**config.mk**
```make
export PLATFORM = sky130hd
export DESIGN_NAME = bssw_ctrl
export DESIGN_NICKNAME = d
export VERILOG_FILES = /design/src/sv/bssw_pkg.sv /design/src/sv/bssw_ctrl.sv
export SDC_FILE = /design/constraint.sdc
export NUM_CORES = 1
export LEC_CHECK = 0
export BUFFER_PORTS_ARGS = -buffer_cell sky130_fd_sc_hd__buf_2
export CAP_MARGIN = 20
export CORE_AREA = 5 5 43 53
export CTS_CLUSTER_DIAMETER = 60
export CTS_CLUSTER_SIZE = 12
export DETAILED_ROUTE_END_ITERATION = 10
export DIE_AREA = 0 0 48 58
export PLACE_DENSITY = 0.74
export REMOVE_ABC_BUFFERS = 1
export SETUP_SLACK_MARGIN = 0.2
export SLEW_MARGIN = 15
export SYNTH_ARGS = -nofsm -noshare
export SYNTH_HDL_FRONTEND = slang
export SYNTH_SLANG_ARGS = --single-unit
export TNS_END_PERCENT = 100
```
**constraint.sdc**
```tcl
create_clock -name clk -period 1.8 [get_ports clk]
set_clock_uncertainty 0.1 [all_clocks]
set_input_delay 0.18 -clock clk [delete_from_list [all_inputs] [get_ports clk]]
set_output_delay 0.18 -clock clk [all_outputs]
set_load 0.1 [all_outputs]
```
**src/sv/bssw_pkg.sv**
```systemverilog
// Shared constants and types, including the hash constants, for the strip walk core.
package bssw_pkg;

  localparam int YBits = 16;
  localparam int CfgIdxBits = 3;

  localparam logic [CfgIdxBits-1:0] CFG_STRIP_WIDTH   = 3'd0;
  localparam logic [CfgIdxBits-1:0] CFG_BOUNDARY_MODE = 3'd1;
  localparam logic [CfgIdxBits-1:0] CFG_RIGHT_LIMIT   = 3'd2;
  localparam logic [CfgIdxBits-1:0] CFG_LEFT_LIMIT    = 3'd3;
  localparam logic [CfgIdxBits-1:0] CFG_UP_LIMIT      = 3'd4;

  localparam logic [63:0] MIX_M1   = 64'hff51afd7ed558ccd;
  localparam logic [63:0] MIX_M2   = 64'hc4ceb9fe1a85ec53;
  localparam logic [63:0] GOLDEN   = 64'h9E3779B97F4A7C15;
  localparam logic [63:0] Y_MULT   = 64'hC2B2AE3D27D4EB4F;
  localparam logic [63:0] RNG_SALT = 64'h5851F42D4C957F2D;
  localparam logic [63:0] KEY_SALT = 64'hA24BAED4963EE407;

  // Datapath operations issued by the controller
  localparam logic [3:0] OP_NONE      = 4'd0;
  localparam logic [3:0] OP_LOAD_SEED = 4'd1;  // a = seed ^ rng salt
  localparam logic [3:0] OP_LOAD_KEY  = 4'd2;  // a = seed ^ key salt
  localparam logic [3:0] OP_MIX_A     = 4'd3;  // partials of (a ^ a>>33) * M1 or M2 (three 32x32)
  localparam logic [3:0] OP_MIX_B     = 4'd4;  // finish multiply
  localparam logic [3:0] OP_GEN_STEP  = 4'd5;  // advance generator, move walker
  localparam logic [3:0] OP_SITE      = 4'd6;  // a = site + key
  localparam logic [3:0] OP_STORE_KEY = 4'd7;  // key = a, clear walker
  localparam logic [3:0] OP_SEED_WORD = 4'd8;  // k += golden, a = k
  localparam logic [3:0] OP_PUT_WORD  = 4'd9;  // word[idx] = a
  localparam logic [3:0] OP_LOAD_K    = 4'd10; // k = a
  localparam logic [3:0] OP_FIX_ZERO  = 4'd11;
  localparam logic [3:0] OP_SITE_MUL  = 4'd12; // first partial of site product

  typedef struct packed {
    logic [3:0] op;
    logic       sel_m2;   // mixer pass uses the second constant
    logic       last_xor; // final xor-shift of mix64
    logic [1:0] word_idx;
    logic       result_load;
  } bssw_cmd_t;

  typedef struct packed {
    logic seed_zero;
  } bssw_status_t;

endpackage

```
**src/sv/bssw_ctrl.sv**
```systemverilog
// Controller state machine sequencing start, step and hash operations.
module bssw_ctrl
  import bssw_pkg::*;
(
  input  logic         clk,
  input  logic         rst,
  input  logic         in_valid,
  output logic         in_stall,
  input  logic         in_func,
  output logic         out_valid,
  input  logic         out_stall,
  output bssw_cmd_t    cmd,
  input  bssw_status_t status
);

  // Each mix64 is: pass M1 (A then B), pass M2 (A then B), final xor
  localparam logic [4:0] S_IDLE   = 5'd0;
  localparam logic [4:0] S_KEY    = 5'd1;   // seed ^ key salt
  localparam logic [4:0] S_KM1A   = 5'd2;
  localparam logic [4:0] S_KM1B   = 5'd3;
  localparam logic [4:0] S_KM2A   = 5'd4;
  localparam logic [4:0] S_KM2B   = 5'd5;
  localparam logic [4:0] S_KST    = 5'd6;   // store key (with final xor)
  localparam logic [4:0] S_RNG    = 5'd7;   // seed ^ rng salt
  localparam logic [4:0] S_RM1A   = 5'd8;
  localparam logic [4:0] S_RM1B   = 5'd9;
  localparam logic [4:0] S_RM2A   = 5'd10;
  localparam logic [4:0] S_RM2B   = 5'd11;
  localparam logic [4:0] S_RK     = 5'd12;  // k = mix (with final xor)
  localparam logic [4:0] S_WADD   = 5'd13;  // k += golden
  localparam logic [4:0] S_WM1A   = 5'd14;
  localparam logic [4:0] S_WM1B   = 5'd15;
  localparam logic [4:0] S_WM2A   = 5'd16;
  localparam logic [4:0] S_WM2B   = 5'd17;
  localparam logic [4:0] S_WPUT   = 5'd18;
  localparam logic [4:0] S_FIX    = 5'd19;
  localparam logic [4:0] S_STEP   = 5'd20;
  localparam logic [4:0] S_SMUL   = 5'd21;
  localparam logic [4:0] S_SITE   = 5'd22;
  localparam logic [4:0] S_HM1A   = 5'd23;
  localparam logic [4:0] S_HM1B   = 5'd24;
  localparam logic [4:0] S_HM2A   = 5'd25;
  localparam logic [4:0] S_HM2B   = 5'd26;
  localparam logic [4:0] S_HOUT   = 5'd27;

  logic [4:0] state, state_next;
  logic [1:0] widx, widx_next;
  logic       out_valid_next;

  // The result register must be free before a new item enters
  assign in_stall = (state != S_IDLE) || out_valid;

  always_comb begin
    state_next     = state;
    widx_next      = widx;
    out_valid_next = out_valid && out_stall;
    cmd            = '0;
    cmd.word_idx   = widx;
    unique case (state)
      S_IDLE: begin
        if (in_valid && !in_stall) begin
          state_next = in_func ? S_STEP : S_KEY;
        end
      end
      S_KEY:  begin cmd.op = OP_LOAD_KEY; state_next = S_KM1A; end
      S_KM1A: begin cmd.op = OP_MIX_A; state_next = S_KM1B; end
      S_KM1B: begin cmd.op = OP_MIX_B; state_next = S_KM2A; end
      S_KM2A: begin cmd.op = OP_MIX_A; cmd.sel_m2 = 1'b1; state_next = S_KM2B; end
      S_KM2B: begin cmd.op = OP_MIX_B; cmd.sel_m2 = 1'b1; state_next = S_KST; end
      S_KST:  begin cmd.op = OP_STORE_KEY; cmd.last_xor = 1'b1; state_next = S_RNG; end
      S_RNG:  begin cmd.op = OP_LOAD_SEED; state_next = S_RM1A; end
      S_RM1A: begin cmd.op = OP_MIX_A; state_next = S_RM1B; end
      S_RM1B: begin cmd.op = OP_MIX_B; state_next = S_RM2A; end
      S_RM2A: begin cmd.op = OP_MIX_A; cmd.sel_m2 = 1'b1; state_next = S_RM2B; end
      S_RM2B: begin cmd.op = OP_MIX_B; cmd.sel_m2 = 1'b1; state_next = S_RK; end
      S_RK: begin
        cmd.op = OP_LOAD_K; cmd.last_xor = 1'b1;
        widx_next = 2'd0; state_next = S_WADD;
      end
      S_WADD: begin cmd.op = OP_SEED_WORD; state_next = S_WM1A; end
      S_WM1A: begin cmd.op = OP_MIX_A; state_next = S_WM1B; end
      S_WM1B: begin cmd.op = OP_MIX_B; state_next = S_WM2A; end
      S_WM2A: begin cmd.op = OP_MIX_A; cmd.sel_m2 = 1'b1; state_next = S_WM2B; end
      S_WM2B: begin cmd.op = OP_MIX_B; cmd.sel_m2 = 1'b1; state_next = S_WPUT; end
      S_WPUT: begin
        cmd.op = OP_PUT_WORD; cmd.last_xor = 1'b1;
        widx_next  = widx + 2'd1;
        state_next = (widx == 2'd3) ? S_FIX : S_WADD;
      end
      // Force word zero to one only when seeding left all words zero
      S_FIX: begin
        cmd.op = status.seed_zero ? OP_FIX_ZERO : OP_NONE;
        state_next = S_SMUL;
      end
      S_STEP: begin cmd.op = OP_GEN_STEP; state_next = S_SMUL; end
      S_SMUL: begin cmd.op = OP_SITE_MUL; state_next = S_SITE; end
      S_SITE: begin cmd.op = OP_SITE; state_next = S_HM1A; end
      S_HM1A: begin cmd.op = OP_MIX_A; state_next = S_HM1B; end
      S_HM1B: begin cmd.op = OP_MIX_B; state_next = S_HM2A; end
      S_HM2A: begin cmd.op = OP_MIX_A; cmd.sel_m2 = 1'b1; state_next = S_HM2B; end
      S_HM2B: begin cmd.op = OP_MIX_B; cmd.sel_m2 = 1'b1; state_next = S_HOUT; end
      S_HOUT: begin
        cmd.last_xor = 1'b1; cmd.result_load = 1'b1;
        out_valid_next = 1'b1; state_next = S_IDLE;
      end
      default: state_next = S_IDLE;
    endcase
  end

  // Hold state and result flag
  always_ff @(posedge clk) begin
    if (rst) begin
      state     <= S_IDLE;
      widx      <= 2'd0;
      out_valid <= 1'b0;
    end else begin
      state     <= state_next;
      widx      <= widx_next;
      out_valid <= out_valid_next;
    end
  end

endmodule

```
==> results list, run 1 <==
- Result of the run: stopped before the end
- Entering global routing, the biggest net connects 14 pins.
- Step where the flow halted: 5_1_grt
- Sequential-to-total area share from yosys stat: 0.186
- Averaged over all synthesized cells, the footprint is just over 7 µm².
- The share of synthesized area in the top cell type comes to 0.186.
- Top_reg_cell synth: sky130_fd_sc_hd__dfxtp_1
* Chip Height: 58 µm
- Total number of placement rows: 17
* Port-buffer cells: 16
- Stop err: [ERROR DPL-0038] Utilization greater than 100%, impossible to legalize
- Root buffer cell: sky130_fd_sc_hd__clkbuf_4
- For this design, the CTS-stage hold fixing added 0 buffers.
- Final worst endpoint reported by repair_timing after global routing: cmd[6]
- Number of storage elements in the synthesis netlist: 8
* Clock Tree Buf Depth: 2
- Number of distinct standard cells referenced by the synthesized netlist: between 40 and 50
* Biggest area consumer among synthesized cells: sky130_fd_sc_hd__dfxtp_1
* Sink count of the clock tree: 8
- Number of buffers created by CTS: 3
- The cell area that synthesis handed to floorplanning was around 860 µm².
* Number of warnings issued by yosys: 0
- Routability congestion estimate: 0.959
- Synth area leaders: sky130_fd_sc_hd__dfxtp_1 19%, sky130_fd_sc_hd__o21ai_0 5.8%, sky130_fd_sc_hd__nand2_1 4.8%
* Cell count after synthesis: 122
- The synthesized design contains 0 enable-type register cells.
- From left edge to right edge, the die measures around 48 µm.
- Pre-CTS setup slack: 0.0368 ns
- For this design the top-level I/O count stands at 17.
* Count of placed standard cells including taps: about 160
- After the last repair the worst path ends at an output port.
* Post-synth top cells: 11 x sky130_fd_sc_hd__nand2_1, 11 x sky130_fd_sc_hd__nor2_1, 10 x sky130_fd_sc_hd__o21ai_0
- Post-DP HPWL: about 2.1 mm
- Share of synthesized registers carrying an async set or reset: 0
- Effective utilization at floorplan: 0.495
* CTS HTree Levels: 1
through the flow:
stage	instance area, µm²	utilization	hold slack [ns]
global placement	1180	0.679	0.293
detailed placement	1180	0.679	0.317
floorplan	786	-	0.149
CTS	1590	0.910	0.0535
repair_timing:
item / CTS
hold endpoints to repair: 0
pin swaps: 9
endpoints found under the setup margin: 12
resized for setup: 67
gates cloned: 1
buffers inserted: 13
logic make-up after synthesis:
kind of cell             Yosys count  synth area share
multiplexers                       3            0.0362
AND/OR/NAND/NOR                   43             0.265
adder cells (fa/ha/maj)            1            0.0145
flip-flops                         8             0.186
XOR/XNOR                           2            0.0203
buffers and inverters             19             0.116
AO/OA/AOI/OAI                     46             0.362
==> run 2, diff against run 1 <==
- CORE_AREA: 5 5 43 53 -> 5 5 66 68
- CTS_CLUSTER_DIAMETER: 60 -> default
- CTS_CLUSTER_SIZE: 12 -> default
- DIE_AREA: 0 0 48 58 -> 0 0 71 73
- PLACE_DENSITY: 0.74 -> default
- PLACE_DENSITY_LB_ADDON: default -> 0.15
- SETUP_SLACK_MARGIN: 0.2 -> default
==> run 2 against run 1 <==
Net effect:
- the flow now finishes, with violations (setup timing)
- synthesized cell count is the same
- synthesized area did not move
==> results list, run 2 <==
* Clock transition at the registers of the reported paths: ~0.040 ns
- The critical path is of the reg -> out type.
- The final layout contains between 150 and 200 nets.
* Number of distinct standard cells referenced by the synthesized netlist: 48
- After synthesis the cells add up to approximately 860 µm².
- Pre-CTS setup slack: -0.0506 ns
- The die covers between 5000 and 6000 µm².
- Share of synthesized registers carrying an async set or reset: 0
* Worst-path maximum fanout: 5
- The first routing iteration left 35 violations.
* CTS Hold Buffers Added: 0
* Critical Path End Type: output pin
- The clock drives 8 sinks.
* Top_reg_cell synth: sky130_fd_sc_hd__dfxtp_1
- Max Slew Vio Count: 0
- Number of detailed-route iterations in the first pass: 4
* Area growth syn-to-layout: 87.5%
* Remaining antenna violation count: 0
* Number of enable flip-flop cells after synthesis: 0
- The first global-routing pass estimated around 5.5 mm of wire.
- Total number of placement rows: 23
- The hold violation total from the final report came to 0.
* CTS HTree Levels: 1
- Residual DRC: 0
- Global route total overflow: 0
* Worst rel slew slack: 0.673
- Highest attainable clock frequency: around 0.54 GHz
- Total of fill cells in the finished design: 399
* Data required time of the critical path: 1.52 ns
- Finished Core Util: 0.426
- Worst Hold Path Cells: 2
* Violations in the final reports: setup timing
- Port-buffer cells: 16
* Mean post-synth cell area: between 7 and 8 µm²
- Largest registers: state: 5 flops, widx: 2 flops, out_valid: 1 flops
- After synthesis, the most frequently instantiated cells are 11 x sky130_fd_sc_hd__nand2_1, 11 x sky130_fd_sc_hd__nor2_1, 10 x sky130_fd_sc_hd__o21ai_0.
- Clock tree from TritonCTS: done
- Post-layout minimum cycle time: about 1.8 ns
- In the routed layout, each cell is associated on average with a via count of approximately 5.
- Setup violators final: 3
* Number of buffers created by CTS: 3
- Number of warnings issued by yosys: 0
- Total global routing track utilization: 0.130
- Critical-path cell with the highest stage delay: sky130_fd_sc_hd__dfxtp_4
- Transition time at the pin with the least slew margin: approximately 0.49 ns
* Biggest area consumer among synthesized cells: sky130_fd_sc_hd__dfxtp_1
- The repair_antennas step left the layout with diodes totalling 0.
- Once routing completed, OpenROAD measured the worst setup slack at -0.0379 ns.
- Of the post-synthesis cell area, the dominant cell type holds 0.186.
- The register with the most flip-flops in the layout has 5 of them.
- Post-DP HPWL: approximately 2.2 mm
- DRT Wirelength: approximately 3.2 mm
* Sequential-to-total area share from yosys stat: 0.186
* Synth area leaders: sky130_fd_sc_hd__dfxtp_1 19%, sky130_fd_sc_hd__o21ai_0 5.8%, sky130_fd_sc_hd__nand2_1 4.8%
- Across all hold checks on the routed design, the worst slack comes to approximately 0.072 ns.
- The number of global-route vias before repair came to 1133.
- Detailed-route wire length per cell: roughly 15 µm
- Worst path arrival time: around 1.6 ns
* Number of storage elements in the synthesis netlist: 8
* I/O Pins: 17
- Core Box Area: between 3000 and 4000 µm²
- Setup repair after global routing missed its margin: true
* Root buffer cell: sky130_fd_sc_hd__clkbuf_8
- Portion of the clock cycle consumed by the worst path in the final layout: 1.02
- Highest-count cells in the layout ignoring fill and taps: 28 x sky130_fd_sc_hd__buf_4, 10 x sky130_fd_sc_hd__nand2_1, 9 x sky130_fd_sc_hd__buf_12
- In this design, the stage delay of the slowest critical-path cell is 0.36 ns.
- The die is around 71 µm wide.
- Pin count of the biggest net entering global routing: 18
* Routability congestion estimate: about 0.75
* Top reg by flops: state
* Share of cells above drive strength 1: 0.536
* Startpoint types: flip-flop
* Series of cell instances along the critical path: buf_12 > xnor2_4 > o32ai_2 > o21ai_1 > o211ai_1 > clkbuf_16
- After technology mapping, the gate count stands at approximately 120.
- Result of the run: finished, violations left
* Worst-skew pair later-pin latency: roughly 0.23 ns
- Commonest non-fill, non-tap cell in the layout: sky130_fd_sc_hd__buf_4
* Effective utilization at floorplan: 0.227
- Chip Height: 73 µm
* Number of antenna violations at the first check in global routing: 0
* Number of max-cap violations: 0
- The longest clock path from root to sink contains 2 buffers.
- Measured in cells, the most critical reg-to-reg path has a length of 6.
- Number of vias after detailed routing: roughly 1100
- The tightest min-delay check is of the in -> reg type.
==> run 2: cell counts after synthesis <==
No cell type changed its count.
==> run 2: final cells by class <==
type,count,area [µm²],share of cell area
multi-input cells,95,764,0.472
flip-flops and latches,8,179,0.111
repair buffers,54,549,0.339
inverters,6,22.5,0.0139
clock buffers,3,41.3,0.0255
well taps,50,62.6,0.0386
==> run 2: path summary, 6_finish.rpt <==
| check | start | to | slack (ns) |
|---|---|---|---|
| max | state[0] | cmd[6] | -0.04 |
| min | rst | out_valid | 0.07 |
| max reg2reg | state[4] | state[4] | 0.07 |
| min reg2reg | out_valid | out_valid | 0.39 |
==> run 2: metrics by stage <==
step | cell area, µm² | TNS, ns | instances
after global placement | 1280 | -0.0339 | 202
after detailed placement | 1280 | -0.0522 | 202
after CTS | 1510 | -0.133 | 215
final | 1620 | -0.0474 | 216
after floorplan | 786 | -6.39 | 109
after global routing | 1620 | -0.375 | 216
==> run 2: worst max-delay path, delay by kind of cell (launching register included) <==
family | cells | cell delay [ns]
compound gates | 3 | 0.45
xor+xnor | 1 | 0.13
buf+inv | 2 | 0.40
flops | 1 | 0.36
==> run 2: logic make-up after synthesis <==
logic type	after synthesis	synth area share
adder cells (fa/ha/maj)	1	0.0145
buffers and inverters	19	0.116
AO/OA/AOI/OAI	46	0.362
flip-flops	8	0.186
AND/OR/NAND/NOR	43	0.265
XOR/XNOR	2	0.0203
multiplexers	3	0.0362
==> run 2: per-layer routing <==
metal  vias up  global-route usage  wire length (µm)  part of all wire
li1        545                   -                 -                 -
met1       508               0.167              1350              0.43
met2        23               0.235              1670              0.53
met3         4             0.00826               104             0.033
met4         0              0.0355                41             0.013
met5         -                   0                 0                 0
==> run 2: what timing repair did <==
item                       in CTS  in global routing
setup endpoints to repair       7                  9
hold endpoints to repair        0                  0
pin swaps                       6                  8
buffers inserted               10                  1
resized for setup              35                 18
Power of run 2 is left out: the tool's default activity adds up to more than one toggle a clock period on the data nets, which glitch-free logic cannot reach.
==> run 3, diff against run 2 <==
- ABC_AREA: default -> 1
==> run 3 against run 2 <==
Net effect:
- the flow still finishes with violations (setup timing)
- via count is 13% higher
- non-clock buffer count is 6 lower
- wire length grew 8.0%
- critical endpoint is now cmd[7]
==> results list, run 3 <==
- The clock passes through at most 2 buffers.
* Commonest non-fill, non-tap cell in the layout: sky130_fd_sc_hd__nand2_1
- Effective utilization at floorplan: 0.221
* Total number of placement rows: 23
* Number of warnings issued by yosys: 0
- The share of the Yosys chip area taken by registers is 0.191.
- Sorting the synthesized cells by area gives the leading types as sky130_fd_sc_hd__nand2_1 20%, sky130_fd_sc_hd__dfxtp_1 19%, sky130_fd_sc_hd__nand3_1 17%.
- Worst path setup slack after routing: -0.134 ns
- Root buffer cell: sky130_fd_sc_hd__clkbuf_8
- Post-route insts no fill: 254
- Setup repair after global routing could not meet its margin everywhere.
- Port-buffer cells: 16
- XOR/XNOR Fraction of Synth Area: 0
* Share of cells above drive strength 1: 0.387
- Netlist Area Pre-Place: ~840 µm²
* Worst-skew pair later-pin latency: approximately 0.23 ns
- Portion of synthesized cell area occupied by the leading cell type: 0.197
- Entering global routing, the biggest net connects 14 pins.
* Top_reg_cell synth: sky130_fd_sc_hd__dfxtp_1
- Number of global-route vias before repair: 1286
- Share of synthesized registers carrying an async set or reset: 0
- In this run the most critical hold path is launched from out_stall.
- For this run the aggregate overflow at the end of global routing stands at 0.
- For this run, the total global-route usage over all layers was measured as 0.134.
- Post-DP HPWL: 2.52 mm
- TritonCTS built the clock tree.
- The die covers ~5200 µm².
- Chip Height: 73 µm
- Depth of the most critical reg-to-reg path: 12
* Post-layout minimum cycle time: approximately 1.9 ns
- Biggest area consumer among synthesized cells: sky130_fd_sc_hd__nand2_1
- Highest attainable clock frequency: 0.517 GHz
- Kind of path behind the tightest hold check: in -> reg
- In this run the remaining antenna-violating nets after routing total 0.
* Flip-flop count of the largest register after layout: 5
* CTS Hold Buffers Added: 0
- Cell with the most instances after synthesis: sky130_fd_sc_hd__nand2_1
- Max Slew Vio Count: 0
* Critical R2R Launch: state[3]
- Count of placed standard cells including taps: 238
* DRT Wirelength: ~3.4 mm
- Largest registers: state: 5 flops, widx: 2 flops, out_valid: 1 flops
- Worst reg-to-reg setup slack: about 0.05 ns
* Number of enable flip-flop cells after synthesis: 0
* Mean post-synth cell area: approximately 5.3 µm²
- The hold violation total from the final report came to 0.
- At the end of the flow, the number of nets in the layout was 213.
* Core Box Area: roughly 3800 µm²
- The worst register-to-register path ends at state[4].
- Setup violators final: 6
- OpenSTA, run right after detailed placement, puts the worst setup slack at between 0.008 and 0.009 ns.
- Simple-gate share of the synthesized area: 0.615
* Worst Hold Path Cells: 3
- Number of vias after detailed routing: ~1200
* Portion of netlist area occupied by mux cells: 0
- Die width: approximately 71 µm
* Post-synthesis compound-gate area fraction: 0.0567
* Number of distinct standard cells referenced by the synthesized netlist: 20
- The clock drives 8 sinks.
* Area growth syn-to-layout: 75.1%
- The flow ran to the end, but the final reports show violations.
- The synthesized design contains 8 register bits.
- Top reg by flops: state
* Number of buffers created by CTS: 3
- Leaving out fill and tap cells, the most frequent cells in the layout are 40 x sky130_fd_sc_hd__nand2_1, 26 x sky130_fd_sc_hd__buf_4, 22 x sky130_fd_sc_hd__nor2_1, 22 x sky130_fd_sc_hd__nand3_1, 15 x sky130_fd_sc_hd__inv_1.
- Number of detailed-route iterations in the first pass: 4
- Clock-pin slew was measured on the worst setup and hold paths at 0.04 ns.
- In this run the number of H-tree levels came out at 1.
- Transition time at the pin with the least slew margin: just under 0.5 ns
- Adder-cell share of the synthesized area: 0.0149
* Data required time of the critical path: between 1.5 and 2 ns
- After technology mapping, the gate count stands at 158.
* Detailed-route wire length per cell: approximately 13 µm
- Global-route wire length before repair: approximately 5.6 mm
- Dividing the final minimum period by the clock period gives 1.07.
* Post-synth top cells: 44 x sky130_fd_sc_hd__nand2_1, 28 x sky130_fd_sc_hd__nand3_1, 28 x sky130_fd_sc_hd__nor2_1
- 0 antenna diodes ended up in the layout.
- Number of max-cap violations: 0
* Number of antenna violations at the first check in global routing: 0
* Worst-path maximum fanout: 7
- Dividing the detail-routed via count by the number of cells gives 4.79.
- The final reports fail on setup timing.
- Combinational family with the most area after synthesis: simple AND/OR/NAND/NOR gates
* Type of the worst setup path: reg -> out
- Final hold analysis gives a worst-case slack of around 0.11 ns.
- Measured against its own limit, the worst slew margin works out to 0.678.
- STA classifies the critical path startpoint as a flip-flop.
* Worst path arrival time: about 1.7 ns
- Routability congestion estimate: approximately 0.95
* First-iteration detailed-routing DRC count: ~160
- Residual DRC: 0
- Hold Path End: out_valid
- The worst setup path is captured at an output pin.
* I/O Pins: 17
## run 3: cell types whose count changed after synthesis, moves of 5 or more
cell                      previous run  this run
sky130_fd_sc_hd__o21ai_0            10         1
sky130_fd_sc_hd__nor2_1             11        28
sky130_fd_sc_hd__nand3_1             2        28
sky130_fd_sc_hd__buf_2               8         1
sky130_fd_sc_hd__nand2_1            11        44
sky130_fd_sc_hd__inv_1               5        19
sky130_fd_sc_hd__a31oi_1             5         0
sky130_fd_sc_hd__nand4_1             1         8
## run 3: cells by family after synthesis
group / Yosys count
adders and majority gates: 1
DFF: 8
and+or+nand+nor: 116
AOI/OAI and AO/OA: 9
buffers and inverters: 24
## run 3: worst max path at each step
stage	startpoint	end	slack, ns	cells after the start
after floorplan	state[4]	cmd[5]	-0.60	7
after global placement	state[4]	cmd[7]	0.03	9
after detailed placement	state[0]	cmd[7]	0.008	8
after CTS	state[3]	cmd[7]	-0.06	8
after global routing	state[3]	cmd[7]	-0.20	8
final	state[3]	cmd[7]	-0.13	8
## run 3: layout make-up
class                   count  area (µm²)
multi-input cells         126         653
well taps                  50        62.6
clock buffers               3        41.3
inverters                  19        73.8
repair buffers             48         463
fillers                   434        2330
flip-flops and latches      8         174
## run 3: metrics by stage
stage                     utilization  setup TNS, ns  area [µm²]
after floorplan                     -          -3.11         807
after global placement          0.319              0        1210
after detailed placement        0.319              0        1210
after CTS                       0.373         -0.159        1420
after global routing            0.386         -0.915        1470
final                           0.386         -0.525        1470
## run 3: what timing repair did
action | 4_1_cts | 5_1_grt
setup endpoints to repair | 6 | 7
cloned | 1 | 0
endpoints found under the hold margin | 0 | 0
pin swaps | 4 | 8
gates resized for setup | 31 | 10
setup buffers | 9 | 3
## run 3: per-layer routing
layer / track usage / vias to the layer above / wire length [µm]
met5: 0 / - / 0
li1: - / 607 / -
met4: 0.0501 / 0 / 77
met1: 0.166 / 562 / 1500
met2: 0.239 / 38 / 1670
met3: 0.0138 / 10 / 175
## run 3: critical path, cell delays in order, from the launching register on
cell,delay [ns]
sky130_fd_sc_hd__dfxtp_4,0.36
sky130_fd_sc_hd__buf_6,0.13
sky130_fd_sc_hd__nor2_4,0.22
sky130_fd_sc_hd__nand3_2,0.14
sky130_fd_sc_hd__nand2_2,0.11
sky130_fd_sc_hd__nor2_1,0.05
sky130_fd_sc_hd__nand3_1,0.07
sky130_fd_sc_hd__nand3b_1,0.16
sky130_fd_sc_hd__buf_12,0.19
Power of run 3 is left out for the same reason.
